<file path="config.mk">
export PLATFORM = sky130hd
export DESIGN_NAME = kmm_cmd_fifo
export DESIGN_NICKNAME = d
export VERILOG_FILES = /design/src/rtl/core/kmm_pkg.sv /design/src/rtl/core/kmm_cmd_fifo.sv
export SDC_FILE = /design/constraint.sdc
export NUM_CORES = 1
export LEC_CHECK = 0
export ABC_AREA = 0
export BUFFER_PORTS_ARGS = -buffer_cell sky130_fd_sc_hd__buf_2
export CORE_MARGIN = 1.5
export CORE_UTILIZATION = 56
export DETAILED_ROUTE_END_ITERATION = 6
export MAX_ROUTING_LAYER = met4
export PLACE_DENSITY = 0.84
export REMOVE_ABC_BUFFERS = 1
export SYNTH_ARGS = -nofsm -noshare
export SYNTH_HDL_FRONTEND = slang
export SYNTH_SLANG_ARGS = --single-unit
</file>
<file path="constraint.sdc">
create_clock -name clk -period 2.2 [get_ports clk]
set_clock_uncertainty 0.15 [all_clocks]
set_input_delay 0.11 -clock clk [delete_from_list [all_inputs] [get_ports clk]]
set_output_delay 0.11 -clock clk [all_outputs]
set_load 0.02 [all_outputs]
</file>
<file path="src/rtl/core/kmm_pkg.sv">
`timescale 1ns / 1ps
// kmm_pkg: types, constants and helper functions of the keyed min/max aggregator
// used by the parser, queue, table and top files; depends on nothing
package kmm_pkg;

	localparam int HASH_BITS   = 10;
	localparam int NUM_ENTRIES = 1 << HASH_BITS;
	localparam int FIFO_DEPTH  = 4;
	localparam int FIFO_AW     = $clog2(FIFO_DEPTH);

	typedef logic [HASH_BITS-1:0] hash_t;
	typedef logic signed [17:0]   tenths_t;
	typedef logic [13:0]          accum_t;
	typedef logic [16:0]          wide_acc_t;
	typedef logic [FIFO_AW-1:0]   fifo_ptr_t;
	typedef logic [FIFO_AW:0]     fifo_cnt_t;

	localparam tenths_t EMPTY_MIN = tenths_t'(100000);
	localparam tenths_t EMPTY_MAX = tenths_t'(-100000);
	localparam accum_t  INT_LIMIT = accum_t'(9999);

	localparam logic [7:0] CHAR_MINUS = 8'h2D;
	localparam logic [7:0] CHAR_DOT   = 8'h2E;
	localparam logic [7:0] CHAR_ZERO  = 8'h30;
	localparam logic [7:0] CHAR_NINE  = 8'h39;

	localparam logic [7:0] DELIM_RESET = 8'd59;
	localparam logic [9:0] SEED_RESET  = 10'd1009;

	localparam logic REG_FIELD_DELIM = 1'b0;
	localparam logic REG_HASH_SEED   = 1'b1;

	localparam logic OP_DATA = 1'b0;
	localparam logic OP_READ = 1'b1;

	typedef enum logic [2:0] {
		PH_START,
		PH_NAME,
		PH_SIGN,
		PH_INT,
		PH_FRAC,
		PH_SKIP
	} phase_t;

	typedef enum logic {
		CMD_UPDATE,
		CMD_READ
	} cmd_kind_t;

	typedef struct packed {
		cmd_kind_t kind;
		hash_t     idx;
		tenths_t   value;
	} cmd_t;

	typedef struct packed {
		logic    used;
		tenths_t min_v;
		tenths_t max_v;
	} entry_t;

	typedef enum logic [1:0] {
		TS_CLEAR,
		TS_IDLE,
		TS_EXEC
	} tbl_state_t;

	// hash * 33 xor sign-extended byte, kept to HASH_BITS
	function automatic hash_t fold_hash(input hash_t h, input logic [7:0] b);
		logic [31:0] hx;
		logic [31:0] ext;
		hx  = 32'(h);
		ext = {{24{b[7]}}, b};
		return hash_t'(((hx << 5) + hx) ^ ext);
	endfunction

	function automatic logic [3:0] digit_of(input logic [7:0] b);
		logic [7:0] d;
		d = b - CHAR_ZERO;
		if (b >= CHAR_ZERO && b <= CHAR_NINE)
			return d[3:0];
		return 4'd0;
	endfunction

	// acc * 10 + digit
	function automatic wide_acc_t times_ten_add(input accum_t acc, input logic [7:0] b);
		wide_acc_t a;
		a = wide_acc_t'(acc);
		return (a << 3) + (a << 1) + wide_acc_t'(digit_of(b));
	endfunction

endpackage

</file>
<file path="src/rtl/core/kmm_cmd_fifo.sv">
`timescale 1ns / 1ps
// kmm_cmd_fifo: short command queue between the parser and the table engine
// depends on kmm_pkg
module kmm_cmd_fifo (
	input  logic            clk,
	input  logic            arst_n,
	input  logic            push,
	input  kmm_pkg::cmd_t   push_cmd,
	input  logic            pop,
	output kmm_pkg::cmd_t   head_cmd,
	output logic            empty,
	output logic            full
);

	kmm_pkg::cmd_t      slots_q [kmm_pkg::FIFO_DEPTH];
	kmm_pkg::fifo_ptr_t wr_ptr_q, rd_ptr_q;
	kmm_pkg::fifo_cnt_t count_q;

	assign empty    = (count_q == '0);
	assign full     = (count_q == kmm_pkg::fifo_cnt_t'(kmm_pkg::FIFO_DEPTH));
	assign head_cmd = slots_q[rd_ptr_q];

	always_ff @(posedge clk) begin
		if (push)
			slots_q[wr_ptr_q] <= push_cmd;
	end

	always_ff @(posedge clk or negedge arst_n) begin
		if (!arst_n) begin
			wr_ptr_q <= '0;
			rd_ptr_q <= '0;
			count_q  <= '0;
		end else begin
			if (push)
				wr_ptr_q <= wr_ptr_q + 1'b1;
			if (pop)
				rd_ptr_q <= rd_ptr_q + 1'b1;
			if (push && !pop)
				count_q <= count_q + 1'b1;
			else if (pop && !push)
				count_q <= count_q - 1'b1;
		end
	end

endmodule

</file>
==> flow_summary.rst <==
.. list-table::
   :header-rows: 1

   * - Metric
     - Value
   * - Count of antenna-violating nets left after detailed routing
     - 0
   * - Row cnt
     - 32
   * - Worst reg2reg startpoint
     - wr_ptr_q[0]
   * - Post-Synthesis Cells
     - 185
   * - Adder-cell share of the synthesized area
     - 1.80%
   * - TritonCTS Buffers
     - 17
   * - Synthesized area
     - 4580 um^2
   * - Iteration-0 DRC count of the detailed router
     - 134
   * - Fraction of post-synthesis cell area in the top cell type by area
     - 76.1%
   * - RSZ-0062 raised after global routing
     - false
   * - Final hold violation count
     - 0
   * - Cell Pwr Density
     - 1430 nW/um^2
   * - Dpl cells
     - 351
   * - Clock Path Buffers
     - 2
   * - Count of inserted antenna diode cells
     - 0
   * - Final net count
     - 342
   * - Overall die height
     - between 90 and 100 um
   * - Most used cells in the layout excluding fill and tap cells
     - sky130_fd_sc_hd__edfxtp_1 (116), sky130_fd_sc_hd__buf_2 (63), sky130_fd_sc_hd__dlygate4sd3_1 (33)
   * - Clock latency on the worst-skew pair
     - 0.51 ns
   * - Clock input transition at the sequential cells of the worst setup and hold paths
     - roughly 0.05 ns
   * - Post-synthesis share of cell area spent on xor and xnor gates
     - roughly 1.1%
   * - Synth top area cells
     - sky130_fd_sc_hd__edfxtp_1 (76%), sky130_fd_sc_hd__mux4_2 (14%), sky130_fd_sc_hd__dfrtp_1 (3.8%)
   * - Total chip power
     - 8710 uW
   * - Hold Path Stages
     - 2
   * - Reg2reg end
     - slots_q[2][8]
   * - Worst EP arrival
     - 1.85 ns
   * - CTS root buf
     - sky130_fd_sc_hd__clkbuf_8
   * - Mux cell area share after synthesis
     - 14.6%
   * - Area Overhead vs Synth
     - 33.2%
   * - Placed wire-length estimate
     - ~4500 um
   * - Initial Util
     - 58.6%
   * - First-pass iteration count of the detailed router
     - 4
   * - Biggest cell delay along the critical path
     - 0.55 ns
   * - Total Die Area
     - 8730 um^2
   * - Most common cell after layout, fill and taps aside
     - sky130_fd_sc_hd__edfxtp_1
   * - Slew at the pin closest to its max-slew limit
     - roughly 0.32 ns
   * - Final critical-path share of the clock period
     - 96.0%
   * - Origin of the worst min-delay path
     - push_cmd[5]
   * - Final Wtd Congestion
     - 0.694
   * - Endpoint class of the critical path
     - output pin
   * - Critical path class
     - reg -> out
   * - Count of state elements after synthesis
     - 123
   * - Congestion Overflow GR
     - 0
   * - Detailed-route vias per instance
     - 5.39
   * - Worst slack on hold paths
     - 0.210 ns
   * - Area share of and/or/nand/nor cells after synthesis
     - 1.07%
   * - Post-synthesis compound-gate area fraction
     - less than 1%
   * - Combinational family with the most area after synthesis
     - multiplexers
   * - Cell accounting for the most synthesized area
     - sky130_fd_sc_hd__edfxtp_1
   * - Clock tree from TritonCTS
     - done
   * - Total count of max-transition violations in the final report
     - 0
   * - Clock sinks
     - 123
   * - Cell-by-cell trace of the critical path
     - buf_12, mux4_2, buf_2
   * - Number of vias in the routed layout
     - 2252
   * - Routed wire length
     - 8030 um
   * - Critical path's slowest cell
     - sky130_fd_sc_hd__mux4_2
   * - Initial antenna violation count
     - 0
   * - Die span in x
     - 93.4 um
   * - Share of final-layout standard cells stronger than drive strength 1
     - 42.7%
   * - Cell variety after synth
     - 19
   * - Peak clock frequency supported by timing
     - 474 MHz
   * - Hold Path Sink
     - slots_q[2][5]
   * - Reported leakage power
     - 0.00221 uW
   * - Maximum number of pins on one net before global-route repair
     - 30
   * - Average cell area after synthesis
     - 24.7 um^2
   * - Depth of the worst register-to-register path
     - 4
   * - Global-route wire length before repair
     - between 10000 and 15000 um
   * - Final-layout setup total negative slack
     - 0 ns
   * - Per-cell routed wire length
     - 19.2 um
   * - Final cell count without fillers
     - 418
   * - Std-Cell Core Area
     - ~8000 um^2
   * - Highest net fanout along the worst path
     - 18
   * - Reported max-cap violation count
     - 0
   * - Worst rel slew slack
     - between 70 and 80%
   * - Vias in the first global route
     - 2483
   * - VDD IR max
     - between 0.9 and 1 mV
   * - Type of the worst min-delay path
     - in -> reg
   * - Outcome
     - finished clean
   * - Worst setup SP type
     - flop
   * - Post-layout minimum cycle time
     - 2.11 ns
   * - Endpoints failing setup
     - 0
   * - DRC violations left
     - 0
   * - Boundary Pins
     - 64
   * - Sequential-to-total area share from yosys stat
     - 79.9%
   * - Port Buffer Count
     - 63
   * - Reg2reg setup slack
     - 0.52 ns
   * - Worst EP required
     - 1.94 ns
   * - Tot GR Track Use
     - between 20 and 25%
   * - Synth warnings
     - 0
   * - H-tree level count
     - 4
## flip-flops by register name (all words and copies together), names as in the netlist
| signal | flops |
|---|---|
| count_q | 3 |
| slots_q | 116 |
| rd_ptr_q | 2 |
| wr_ptr_q | 2 |
## worst max-delay path, delay by kind of cell, from the launching register on
family / cells / cell delay, ns
muxes: 1 / 0.55
buffers and inverters: 2 / 0.38
DFF: 1 / 0.41
## timing repair
action | 4_1_cts | 5_1_grt
gates resized for setup | 0 | 1
setup endpoints to repair | 25 | 2
buffers inserted | 2 | 0
endpoints found under the hold margin | 129 | 0
hold buffers | 33 | 0
## layer usage
| metal | wire, um | GRT usage, % |
|---|---|---|
| met1 | 3360 | 25.9 |
| met2 | 4220 | 34.5 |
| met3 | 343 | 6.02 |
| met4 | 114 | 9.97 |
| met5 | 0 | - |
## synthesized netlist by cell type (all sizes together)
cell and instances:
and2 4, buf 5, clkbuf 1, dfrtp 7, edfxtp 116, fa 1
ha 5, inv 4, mux2 1, mux4 29, nand2 2, nor2 1
nor3 1, nor3b 1, o21ai 1, xnor2 2, xor2 4
## per-stage QoR
| step | setup WS [ns] | util [%] | cell area, um^2 |
|---|---|---|---|
| 3_3_place_gp | 0.456 | 65.4 | 5110 |
| 4_1_cts | 0.0301 | 78.1 | 6100 |
| 6_report | 0.0888 | 78.1 | 6100 |
| 3_5_place_dp | 0.459 | 65.4 | 5110 |
| 5_1_grt | 0.00765 | 78.1 | 6100 |
| 2_1_floorplan | -0.172 | - | 4530 |
## power by group
part | switching, uW | internal (uW)
Combinational | 1320 | 1120
Clock | 939 | 2060
Sequential | 194 | 3080
Total | 2450 | 6260
## kinds of logic (layout without fill, tap and decap cells)
| logic type | count (synthesis) | in the layout |
|---|---|---|
| flops | 123 | 123 |
| compound gates | 1 | 1 |
| buf+inv | 10 | 141 |
| xor+xnor | 6 | 6 |
| mux | 30 | 30 |
| simple gates | 9 | 9 |
| fa+ha+maj | 6 | 6 |
## how the worst max path moves through the flow
stage,slack (ns),startpoint,endpoint
final,0.09,rd_ptr_q[0],head_cmd[8]
after global routing,0.008,rd_ptr_q[0],head_cmd[24]
after CTS,0.03,rd_ptr_q[1],head_cmd[8]
after detailed placement,0.46,rd_ptr_q[0],head_cmd[24]
after global placement,0.46,rd_ptr_q[0],head_cmd[24]
after floorplan,-0.17,rd_ptr_q[0],head_cmd[24]
## layout make-up
type,instances,area [um^2]
multi-input cells,52,862
fillers,430,1710
well taps,102,128
inverters,4,15.0
clock inverters,13,223
repair buffers,105,788
flip-flops and latches,123,3660
clock buffers,19,422
Note: power is estimated with default switching activity, not from simulation.
