### config.mk
export PLATFORM = sky130hd
export DESIGN_NAME = kmm_parser_flat
export DESIGN_NICKNAME = d
export VERILOG_FILES = /design/src/rtl/core/kmm_pkg.sv /design/src/rtl/core/kmm_if.sv /design/src/rtl/core/kmm_parser.sv /design/src/flat_wrapper.sv
export SDC_FILE = /design/constraint.sdc
export NUM_CORES = 1
export LEC_CHECK = 0
export ABC_AREA = 1
export BUFFER_PORTS_ARGS = -buffer_cell sky130_fd_sc_hd__buf_2
export CAP_MARGIN = 20
export CORE_ASPECT_RATIO = 0.5
export CORE_UTILIZATION = 59
export CTS_CLUSTER_SIZE = 10
export DETAILED_ROUTE_END_ITERATION = 10
export GPL_TIMING_DRIVEN = 0
export PLACE_DENSITY_LB_ADDON = 0.2
export SLEW_MARGIN = 20
export SYNTH_ARGS = -nofsm -noshare
export SYNTH_HDL_FRONTEND = slang
export SYNTH_SLANG_ARGS = --single-unit
### constraint.sdc
create_clock -name clk -period 3.7 [get_ports clk]
set_input_delay 0.185 -clock clk [delete_from_list [all_inputs] [get_ports clk]]
set_output_delay 0.185 -clock clk [all_outputs]
set_load 0.005 [all_outputs]
### src/rtl/core/kmm_pkg.sv
`timescale 1ns / 1ps
// kmm_pkg: types, constants and helper functions of the keyed min/max aggregator
// used by the parser, queue, table and top files; depends on nothing
package kmm_pkg;

	localparam int HASH_BITS   = 10;
	localparam int NUM_ENTRIES = 1 << HASH_BITS;
	localparam int FIFO_DEPTH  = 4;
	localparam int FIFO_AW     = $clog2(FIFO_DEPTH);

	typedef logic [HASH_BITS-1:0] hash_t;
	typedef logic signed [17:0]   tenths_t;
	typedef logic [13:0]          accum_t;
	typedef logic [16:0]          wide_acc_t;
	typedef logic [FIFO_AW-1:0]   fifo_ptr_t;
	typedef logic [FIFO_AW:0]     fifo_cnt_t;

	localparam tenths_t EMPTY_MIN = tenths_t'(100000);
	localparam tenths_t EMPTY_MAX = tenths_t'(-100000);
	localparam accum_t  INT_LIMIT = accum_t'(9999);

	localparam logic [7:0] CHAR_MINUS = 8'h2D;
	localparam logic [7:0] CHAR_DOT   = 8'h2E;
	localparam logic [7:0] CHAR_ZERO  = 8'h30;
	localparam logic [7:0] CHAR_NINE  = 8'h39;

	localparam logic [7:0] DELIM_RESET = 8'd59;
	localparam logic [9:0] SEED_RESET  = 10'd1009;

	localparam logic REG_FIELD_DELIM = 1'b0;
	localparam logic REG_HASH_SEED   = 1'b1;

	localparam logic OP_DATA = 1'b0;
	localparam logic OP_READ = 1'b1;

	typedef enum logic [2:0] {
		PH_START,
		PH_NAME,
		PH_SIGN,
		PH_INT,
		PH_FRAC,
		PH_SKIP
	} phase_t;

	typedef enum logic {
		CMD_UPDATE,
		CMD_READ
	} cmd_kind_t;

	typedef struct packed {
		cmd_kind_t kind;
		hash_t     idx;
		tenths_t   value;
	} cmd_t;

	typedef struct packed {
		logic    used;
		tenths_t min_v;
		tenths_t max_v;
	} entry_t;

	typedef enum logic [1:0] {
		TS_CLEAR,
		TS_IDLE,
		TS_EXEC
	} tbl_state_t;

	// hash * 33 xor sign-extended byte, kept to HASH_BITS
	function automatic hash_t fold_hash(input hash_t h, input logic [7:0] b);
		logic [31:0] hx;
		logic [31:0] ext;
		hx  = 32'(h);
		ext = {{24{b[7]}}, b};
		return hash_t'(((hx << 5) + hx) ^ ext);
	endfunction

	function automatic logic [3:0] digit_of(input logic [7:0] b);
		logic [7:0] d;
		d = b - CHAR_ZERO;
		if (b >= CHAR_ZERO && b <= CHAR_NINE)
			return d[3:0];
		return 4'd0;
	endfunction

	// acc * 10 + digit
	function automatic wide_acc_t times_ten_add(input accum_t acc, input logic [7:0] b);
		wide_acc_t a;
		a = wide_acc_t'(acc);
		return (a << 3) + (a << 1) + wide_acc_t'(digit_of(b));
	endfunction

endpackage

### src/rtl/core/kmm_if.sv
`timescale 1ns / 1ps
// kmm_in_if / kmm_out_if: valid-ready channels for input items and result items
// no dependencies
interface kmm_in_if;
	logic       valid;
	logic       ready;
	logic       opcode;
	logic [7:0] data_byte;
	logic [9:0] read_index;

	modport source (output valid, output opcode, output data_byte, output read_index,
		input ready);
	modport sink (input valid, input opcode, input data_byte, input read_index,
		output ready);
endinterface


### src/rtl/core/kmm_parser.sv
`timescale 1ns / 1ps
// kmm_parser: front end; accepts beats, parses record text, holds the config registers
// and emits update / read commands; depends on kmm_pkg and kmm_in_if
module kmm_parser (
	input  logic            clk,
	input  logic            arst_n,
	kmm_in_if.sink          item,
	input  logic            cfg_we,
	input  logic            cfg_index,
	input  logic [9:0]      cfg_data,
	input  logic            fifo_full,
	input  logic            clear_busy,
	output logic            cmd_push,
	output kmm_pkg::cmd_t   cmd
);

	kmm_pkg::phase_t  phase_q, phase_d;
	kmm_pkg::hash_t   hash_q, hash_d;
	logic             neg_q, neg_d;
	kmm_pkg::accum_t  acc_q, acc_d;
	logic [7:0]       delim_q;
	logic [9:0]       seed_q;

	logic                accept;
	logic [7:0]          b;
	kmm_pkg::hash_t      seed_h;
	kmm_pkg::wide_acc_t  acc_next;
	kmm_pkg::accum_t     acc_sat;
	kmm_pkg::tenths_t    mag;

	assign item.ready = !fifo_full && !clear_busy;
	assign accept     = item.valid && item.ready;
	assign b          = item.data_byte;
	assign seed_h     = kmm_pkg::hash_t'(seed_q);
	assign acc_next   = kmm_pkg::times_ten_add(acc_q, b);
	assign acc_sat    = (acc_next > kmm_pkg::wide_acc_t'(kmm_pkg::INT_LIMIT)) ?
		kmm_pkg::INT_LIMIT : kmm_pkg::accum_t'(acc_next);
	assign mag        = kmm_pkg::tenths_t'(acc_next);

	always_ff @(posedge clk or negedge arst_n) begin
		if (!arst_n) begin
			delim_q <= kmm_pkg::DELIM_RESET;
			seed_q  <= kmm_pkg::SEED_RESET;
		end else if (cfg_we) begin
			unique case (cfg_index)
				kmm_pkg::REG_FIELD_DELIM: delim_q <= cfg_data[7:0];
				kmm_pkg::REG_HASH_SEED:   seed_q  <= cfg_data;
				default: ;
			endcase
		end
	end

	always_ff @(posedge clk or negedge arst_n) begin
		if (!arst_n) begin
			phase_q <= kmm_pkg::PH_START;
			hash_q  <= kmm_pkg::hash_t'(kmm_pkg::SEED_RESET);
			neg_q   <= 1'b0;
			acc_q   <= '0;
		end else begin
			phase_q <= phase_d;
			hash_q  <= hash_d;
			neg_q   <= neg_d;
			acc_q   <= acc_d;
		end
	end

	always_comb begin
		phase_d   = phase_q;
		hash_d    = hash_q;
		neg_d     = neg_q;
		acc_d     = acc_q;
		cmd_push  = 1'b0;
		cmd.kind  = kmm_pkg::CMD_READ;
		cmd.idx   = kmm_pkg::hash_t'(item.read_index);
		cmd.value = neg_q ? -mag : mag;
		if (accept) begin
			if (item.opcode == kmm_pkg::OP_READ) begin
				cmd_push = 1'b1;
			end else begin
				unique case (phase_q)
					kmm_pkg::PH_NAME: begin
						if (b == delim_q)
							phase_d = kmm_pkg::PH_SIGN;
						else
							hash_d = kmm_pkg::fold_hash(hash_q, b);
					end
					kmm_pkg::PH_SIGN: begin
						neg_d = 1'b0;
						acc_d = '0;
						if (b == kmm_pkg::CHAR_MINUS) begin
							neg_d   = 1'b1;
							phase_d = kmm_pkg::PH_INT;
						end else if (b == kmm_pkg::CHAR_DOT) begin
							phase_d = kmm_pkg::PH_FRAC;
						end else begin
							acc_d   = kmm_pkg::accum_t'(kmm_pkg::digit_of(b));
							phase_d = kmm_pkg::PH_INT;
						end
					end
					kmm_pkg::PH_INT: begin
						if (b == kmm_pkg::CHAR_DOT)
							phase_d = kmm_pkg::PH_FRAC;
						else
							acc_d = acc_sat;
					end
					kmm_pkg::PH_FRAC: begin
						cmd_push = 1'b1;
						cmd.kind = kmm_pkg::CMD_UPDATE;
						cmd.idx  = hash_q;
						phase_d  = kmm_pkg::PH_SKIP;
					end
					kmm_pkg::PH_SKIP: begin
						neg_d   = 1'b0;
						acc_d   = '0;
						hash_d  = seed_h;
						phase_d = kmm_pkg::PH_START;
					end
					default: begin
						neg_d = 1'b0;
						acc_d = '0;
						if (b == delim_q) begin
							hash_d  = seed_h;
							phase_d = kmm_pkg::PH_SIGN;
						end else begin
							hash_d  = kmm_pkg::fold_hash(seed_h, b);
							phase_d = kmm_pkg::PH_NAME;
						end
					end
				endcase
			end
		end
	end

endmodule

### src/flat_wrapper.sv
// flat-port wrapper written by rule: the top's interface ports become plain ports
module kmm_parser_flat 
  (clk, arst_n, cfg_we, cfg_index, cfg_data, fifo_full, clear_busy, cmd_push, cmd, item_valid, item_opcode, item_data_byte, item_read_index, item_ready);
  kmm_in_if item_i ();
  input  logic clk;
  input  logic arst_n;
  input  logic cfg_we;
  input  logic cfg_index;
  input  logic [9:0] cfg_data;
  input  logic fifo_full;
  input  logic clear_busy;
  output logic cmd_push;
  output kmm_pkg::cmd_t cmd;
  input wire logic [$bits(item_i.valid)-1:0] item_valid;
  input wire logic [$bits(item_i.opcode)-1:0] item_opcode;
  input wire logic [$bits(item_i.data_byte)-1:0] item_data_byte;
  input wire logic [$bits(item_i.read_index)-1:0] item_read_index;
  output wire logic [$bits(item_i.ready)-1:0] item_ready;
  assign item_i.valid = item_valid;
  assign item_i.opcode = item_opcode;
  assign item_i.data_byte = item_data_byte;
  assign item_i.read_index = item_read_index;
  assign item_ready = item_i.ready;
  kmm_parser u_core (.clk(clk), .arst_n(arst_n), .item(item_i), .cfg_we(cfg_we), .cfg_index(cfg_index), .cfg_data(cfg_data), .fifo_full(fifo_full), .clear_busy(clear_busy), .cmd_push(cmd_push), .cmd(cmd));
endmodule
==> run summary, run 1 <==
Status -> complete, but fails checks
Failing checks -> DRC
MaxCap Viol Count -> 0
R2R Path End -> u_core.acc_q[0]
CP required -> 3.51 ns
Final Worst Setup Slack -> 0.274 ns
Post-placement cell area -> 4940 um^2
Synth warn -> 0
Min-Delay Path Depth -> 2
Drt drc -> 1
Crit path time final -> 3.43 ns
FF-to-FF path depth -> 16
Largest net degree at the start of global routing -> 47
Crit-path cells -> fa_1, inv_1, fa_2, inv_1, nor3_1, nand4_1, nand3b_4, nor2_2, nand4_1, nand2_1, nand2_1, nand2_1, buf_2
Max rail drop VDD -> 0.000333 V
Remaining Overflow, GRT -> 0
Final hold slack -> 0.123 ns
CTS tree -> built
Drt initial violations -> 236
Total die area -> 8020 um^2
Share of layout cells above drive strength 1 -> 21.6%
Slew @ Worst Pin -> 0.637 ns
RR Startpoint -> u_core.acc_q[2]
Routed wire length -> 11.0 mm
Buf/Inv on CP -> 3
Num rows -> 22
Hold Crit Start -> cfg_data[8]
Crit Path Category -> flop to output pin
Worst Hold End -> u_core.seed_h[8]
Initial antenna violation count -> 0
First-pass GRT wire length -> 18.7 mm
Routed wire length per instance -> 13.4 um
Biggest area consumer among synthesized cells -> dfrtp_1
Post-Syn Area -> 4510 um^2
CTS buffer count -> 5
Final Non-Filler Cells -> 815
Worst hold-check path type -> input pin to flop
R2r setup slk -> 0.67 ns
Diode count -> 0
Port buffer count -> 62
Synth top area share -> 15.0%
Clk slew on worst S/H paths -> 0.07 ns
Final Util -> 70.2%
Leading cell types by count after synthesis -> nand2_1 (173), inv_1 (93), ha_1 (37), nor2_1 (37), o21ai_0 (37)
Die Ht -> 63.8 um
CTS root buffer -> clkbuf_16
P&R area growth vs syn -> 14.7%
# setup viols final -> 0
Top-count cell post-synth -> nand2_1
Fin crit share -> 92.6%
PwrDens -> 491 nW/um^2
Rel. slew slack -> 57.2%
Final hold violation count -> 0
Core box area -> 7380 um^2
DR vias -> 4381
Final Max Tran Viols -> 0
Gr usage total -> 28.8%
Final Cell Area -> 5180 um^2
CP Capture Type -> output pin
Starting density of the core -> 61.2%
HPWL Detailed -> 8.56 mm
Place WS -> 0.185 ns
ANT nets after route -> 0
CTS max path bufs -> 2
Skew-Pair Late Insertion Delay -> 0.29 ns
LEAKAGE -> 0.00290 uW
Max incr delay on CP -> 0.58 ns
Vias in the first global route -> 4120
Clock Skew -> 0.00526 ns
Die width -> 126 um
Yosys reg bits -> 46
Cell mode on critical path -> nand2_1
Htree depth -> 2
Sink Count -> 46
Ys flop type -> dfrtp_1
CP Launch Type -> flop
Vias per cell -> 5.38
Number of enable flip-flop cells after synthesis -> 0
Synth Net Count -> 722
Register area share after synthesis -> 26.0%
GPL Wtd Cong -> 0.890
Cell variety after synth -> 43
WP data arrival -> 3.24 ns
Largest cells by area after synthesis -> dfrtp_1 (15%), nand2_1 (14%), dfstp_2 (11%)
Slowest cell on crit path -> fa_2
Post-synth ARST share -> 100%
Placed Instances -> 803
Max Fclk -> 0.292 GHz
TritonRoute pass-1 iters -> 8
Cells after synthesis -> 645
CP top delay family -> adder cells
CP Max Fanout -> 5
Syn avg cell area -> 7.00 um^2
# IOs -> 67
NumNets Final -> 795
[per-layer routing]
metal	GRT usage, %	vias up	wire, um
met2	52.3	83	5360
met3	4.27	10	440
met4	5.95	0	87
met1	36.7	2050	5070
li1	-	2238	-
met5	0	-	0
[cell usage in the layout, fill, tap and decap left out, types with 6 or more instances in the layout]
| master | synthesis | layout |
|---|---|---|
| dfrtp_1 | 27 | 27 |
| xor2_1 | 25 | 25 |
| xnor2_1 | 16 | 16 |
| buf_2 | 3 | 63 |
| o21ai_0 | 37 | 36 |
| ha_1 | 37 | 36 |
| nor2_2 | 8 | 8 |
| inv_2 | 8 | 9 |
| a21oi_1 | 24 | 24 |
| nor2_1 | 37 | 34 |
| nand2_1 | 173 | 170 |
| nand3_1 | 35 | 35 |
| nand2_2 | 12 | 14 |
| inv_1 | 93 | 92 |
| nand3_2 | 6 | 6 |
| o21ai_1 | 12 | 13 |
| dfstp_2 | 19 | 19 |
| clkbuf_1 | 6 | 6 |
| nor3_1 | 8 | 8 |
[stage by stage]
| stage | setup TNS [ns] | power [uW] |
|---|---|---|
| 3_5_place_dp | 0 | 2030 |
| 6_report | 0 | 2540 |
| 4_1_cts | 0 | 2510 |
| 5_1_grt | -0.00909 | 2750 |
| 2_1_floorplan | 0 | 1740 |
| 3_3_place_gp | 0 | 2010 |
[state kept, by name, summed over array words and instances, names as in the netlist]
signal          count
u_core.neg_q        1
u_core.phase_q      3
u_core.delim_q      8
u_core.acc_q       14
u_core.hash_q      10
u_core.seed_h      10
[logic make-up (layout without fill, tap and decap cells)]
| kind of cell | count (synthesis) | in the layout | share of synthesized area [%] |
|---|---|---|---|
| simple gates | 296 | 296 | 29.6 |
| buf+inv | 114 | 188 | 10.1 |
| compound gates | 105 | 105 | 13.7 |
| flops | 46 | 46 | 26.0 |
| xor+xnor | 42 | 42 | 8.32 |
| fa+ha+maj | 41 | 41 | 12.0 |
| mux | 1 | 1 | 0.249 |
[power breakdown]
part / total (uW) / switching (uW) / internal, uW / leakage (uW)
registers: 778 / 125 / 653 / 0.000551
clock network: 475 / 217 / 258 / 0.0000752
logic: 1290 / 767 / 521 / 0.00227
total: 2540 / 1110 / 1430 / 0.00290
[how the worst max path moves through the flow]
stage,from,to,slack [ns],cells after the start
3_5_place_dp,item_data_byte[5],cmd[15],0.18,23
3_3_place_gp,item_data_byte[5],cmd[15],0.32,25
2_1_floorplan,item_data_byte[5],cmd[16],0.79,17
5_1_grt,item_data_byte[5],cmd[15],-0.009,23
6_report,u_core.acc_q[2],cmd[16],0.27,13
4_1_cts,item_data_byte[5],cmd[15],0.16,23
[final cells by class]
cell class	instances	area [um^2]
buffer	13	78.8
clock buffer	5	125
inverter	101	379
clock inverter	3	26.3
timing repair buffer	66	345
multi-input combinational	485	2930
fill	641	2200
sequential	46	1170
tap	96	120
[repair_timing]
action | 4_1_cts | 5_1_grt
endpoints found under the setup margin | 0 | 7
setup buffers | 0 | 3
hold endpoints to repair | 0 | 27
gates resized for setup | 0 | 16
hold buffers | 0 | 1
Note: power is estimated with default switching activity, not from simulation.
==> run 2: changes to the inputs <==
--- a/config.mk
+++ b/config.mk
@@ -5,12 +5,10 @@
 export SDC_FILE = /design/constraint.sdc
 export NUM_CORES = 1
 export LEC_CHECK = 0
-export ABC_AREA = 1
 export BUFFER_PORTS_ARGS = -buffer_cell sky130_fd_sc_hd__buf_2
 export CAP_MARGIN = 20
 export CORE_ASPECT_RATIO = 0.5
-export CORE_UTILIZATION = 59
-export CTS_CLUSTER_SIZE = 10
+export CORE_UTILIZATION = 58
 export DETAILED_ROUTE_END_ITERATION = 10
 export GPL_TIMING_DRIVEN = 0
 export PLACE_DENSITY_LB_ADDON = 0.2
==> run 2 against run 1 <==
Clock skew decreased by 0.0029 ns. Routed wire length increased by 3.0%. Critical path type is now input pin to output pin. The run ends with setup timing left. Critical path depth rose by 2. Critical endpoint is now cmd[17].
==> run summary, run 2 <==
Synth warn -> 0 (unchanged)
First-pass GRT wire length -> 18.4 mm (was 18.7 mm)
Clock Power Share -> 16.7% (was 18.7%)
Max Fclk -> 0.269 GHz (was 0.292 GHz)
Ys flop type -> dfrtp_1 (unchanged)
Pint -> 1640 uW (was 1430 uW)
Crit path time final -> 3.72 ns (was 3.43 ns)
Clock Skew -> 0.00239 ns (was 0.00526 ns)
RR Startpoint -> u_core.acc_q[0] (was u_core.acc_q[2])
Largest net degree at the start of global routing -> 47 (unchanged)
GPL Wtd Cong -> 0.852 (was 0.890)
Cells after synthesis -> 476 (was 645)
Drt drc -> 0 (was 1)
WP data arrival -> 3.54 ns (was 3.24 ns)
Register area share after synthesis -> 27.1% (was 26.0%)
Worst Hold End -> u_core.seed_h[9] (was u_core.seed_h[8])
HPWL Detailed -> 7.90 mm (was 8.56 mm)
PwrDens -> 507 nW/um^2 (was 491 nW/um^2)
Die width -> 124 um (was 126 um)
CTS max path bufs -> 2 (unchanged)
Hold Crit Start -> cfg_data[9] (was cfg_data[8])
Rel. slew slack -> 43.8% (was 57.2%)
Vias in the first global route -> 3837 (was 4120)
# IOs -> 67 (unchanged)
Yosys reg bits -> 46 (unchanged)
CP Capture Type -> output pin (unchanged)
Skew-Pair Late Insertion Delay -> 0.28 ns (was 0.29 ns)
Crit Path Category -> input pin to output pin (was flop to output pin)
Drt initial violations -> 254 (was 236)
Number of enable flip-flop cells after synthesis -> 0 (unchanged)
CP Max Fanout -> 5 (unchanged)
Sink Count -> 46 (unchanged)
Fin crit share -> 101% (was 92.6%)
MaxCap Viol Count -> 0 (unchanged)
Synth top area share -> 15.6% (was 15.0%)
TritonRoute pass-1 iters -> 5 (was 8)
Min-Delay Path Depth -> 2 (unchanged)
FF-to-FF path depth -> 13 (was 16)
Port buffer count -> 62 (unchanged)
Share of power burned in registers -> 26.5% (was 30.6%)
Gr usage total -> 28.9% (was 28.8%)
Total die area -> 7840 um^2 (was 8020 um^2)
Max reg flops -> 14 (unchanged)
Diode count -> 0 (unchanged)
Leading cell types by count after synthesis -> nand2_1 (41), ha_1 (37), xnor2_1 (35), mux2_2 (31), o21ai_0 (31) (was nand2_1 (173), inv_1 (93), ha_1 (37), nor2_1 (37), o21ai_0 (37))
Most frequent cells in the layout -> buf_2 (61), nand2_1 (40), ha_1 (34) (was nand2_1 (170), inv_1 (92), buf_2 (63))
Htree depth -> 2 (unchanged)
Most flops, register -> u_core.acc_q (unchanged)
CTS root buffer -> clkbuf_16 (unchanged)
R2R Path End -> u_core.acc_q[10] (was u_core.acc_q[0])
R2r setup slk -> 0.08 ns (was 0.67 ns)
Worst hold-check path type -> input pin to flop (unchanged)
CTS tree -> built (unchanged)
Final hold slack -> 0.134 ns (was 0.123 ns)
DR vias -> 4022 (was 4381)
ANT nets after route -> 0 (unchanged)
Starting density of the core -> 62.4% (was 61.2%)
Num rows -> 21 (was 22)
RSZ-0062 raised after global routing -> yes
P&R area growth vs syn -> 23.5% (was 14.7%)
Synth Net Count -> 553 (was 722)
Remaining Overflow, GRT -> 0 (unchanged)
Place WS -> -0.438 ns (was 0.185 ns)
CP Launch Type -> input pin (was flop)
Initial antenna violation count -> 0 (unchanged)
Top-count cell post-synth -> nand2_1 (unchanged)
Failing checks -> setup timing (was DRC)
Comb power frac -> 56.9% (was 50.7%)
Syn avg cell area -> 9.10 um^2 (was 7.00 um^2)
Switching Share -> 39.7% (was 43.6%)
Share of layout cells above drive strength 1 -> 35.0% (was 21.6%)
# setup viols final -> 5 (was 0)
Routed wire length per instance -> 17.2 um (was 13.4 um)
Final hold violation count -> 0 (unchanged)
Final Max Tran Viols -> 0 (unchanged)
NumNets Final -> 642 (was 795)
Clk slew on worst S/H paths -> 0.06 ns (was 0.07 ns)
Post-synth ARST share -> 100% (unchanged)
Largest cells by area after synthesis -> dfrtp_1 (16%), dfstp_2 (12%), ha_1 (11%) (was dfrtp_1 (15%), nand2_1 (14%), dfstp_2 (11%))
LEAKAGE -> 0.00243 uW (was 0.00290 uW)
Routed wire length -> 11.3 mm (was 11.0 mm)
CP required -> 3.51 ns (about the same)
CTS buffer count -> 5 (unchanged)
Slew @ Worst Pin -> 0.837 ns (was 0.637 ns)
Post-Syn Area -> 4330 um^2 (was 4510 um^2)
Status -> complete, but fails checks (unchanged)
Core box area -> 6940 um^2 (was 7380 um^2)
Final Worst Setup Slack -> -0.0236 ns (was 0.274 ns)
Switching power -> 1080 uW (was 1110 uW)
Cell variety after synth -> 68 (was 43)
Vias per cell -> 6.11 (was 5.38)
Max rail drop VDD -> 0.000287 V (was 0.000333 V)
Most common cell after layout, fill and taps aside -> buf_2 (was nand2_1)
Biggest area consumer among synthesized cells -> dfrtp_1 (unchanged)
Die Ht -> 63.1 um (was 63.8 um)
[run 2: per-layer routing]
| metal | vias to the layer above | track usage [%] | share of wire [%] | routed length, um |
|---|---|---|---|---|
| met1 | 1942 | 38.1 | 45 | 5050 |
| li1 | 1910 | - | - | - |
| met3 | 17 | 4.16 | 5.6 | 632 |
| met2 | 153 | 50.0 | 49 | 5490 |
| met5 | - | 0 | 0 | 0 |
| met4 | 0 | 7.53 | 1.1 | 122 |
[run 2: area by class of cell]
type,instances,area (um^2)
Buffer,23,150
Sequential cell,46,1170
Inverter,12,45.0
Multi-Input combinational cell,395,3230
Fill cell,467,1590
Tap cell,92,115
Clock buffer,7,143
Timing Repair Buffer,82,485
Clock inverter,1,5.00
[run 2: metrics by stage]
step	TNS (ns)	utilization [%]	power [uW]	area [um^2]	std cells
6_report	-0.0454	77.1	2710	5350	658
3_5_place_dp	-6.02	69.3	2010	4810	630
2_1_floorplan	0	-	1630	4380	476
3_3_place_gp	-5.37	69.3	1980	4810	630
5_1_grt	-0.849	77.1	2880	5350	658
4_1_cts	-0.0800	75.0	2620	5200	649
[run 2: worst max path at each step]
stage / cells past startpoint / from / to
after CTS: 16 / item_data_byte[6] / cmd[16]
after detailed placement: 15 / item_data_byte[5] / cmd[16]
after floorplan: 16 / item_data_byte[7] / u_core.acc_q[10]
after global routing: 17 / item_data_byte[7] / cmd[14]
after global placement: 15 / item_data_byte[5] / u_core.acc_q[10]
final: 15 / item_data_byte[5] / cmd[17]
[run 2: timing repair]
| action | in CTS | in global routing |
|---|---|---|
| gates resized for setup | 33 | 17 |
| buffers inserted | 11 | 8 |
| hold buffers | 0 | 1 |
| endpoints found under the hold margin | 0 | 27 |
| pin swaps | 22 | 21 |
| setup endpoints to repair | 18 | 21 |
[run 2: cells by family after synthesis]
group,after synthesis,synth area share [%]
simple gates,138,16.5
compound gates,129,21.1
xor+xnor,53,10.7
flops,46,27.1
fa+ha+maj,41,12.5
buf+inv,35,3.32
mux,34,8.75
[run 2: worst max-delay path, cell delays in order]
cell and delay (ns):
buf_8 0.11, nor3b_4 0.15, and3_4 0.19, and2_4 0.14, fa_2 0.56, inv_2 0.04, fa_2 0.33, and2b_2 0.26
o2111ai_4 0.17, a211oi_2 0.27, mux2i_1 0.11, and3_4 0.19, or2_4 0.26, o41a_1 0.42, buf_2 0.15
[run 2: power groups by stage]
stage | Combinational (uW) | Clock, uW | Sequential [uW]
3_5_place_dp | 1280 | 0 | 723
2_1_floorplan | 935 | 0 | 694
6_report | 1540 | 452 | 718
4_1_cts | 1450 | 455 | 715
5_1_grt | 1670 | 475 | 731
3_3_place_gp | 1260 | 0 | 719
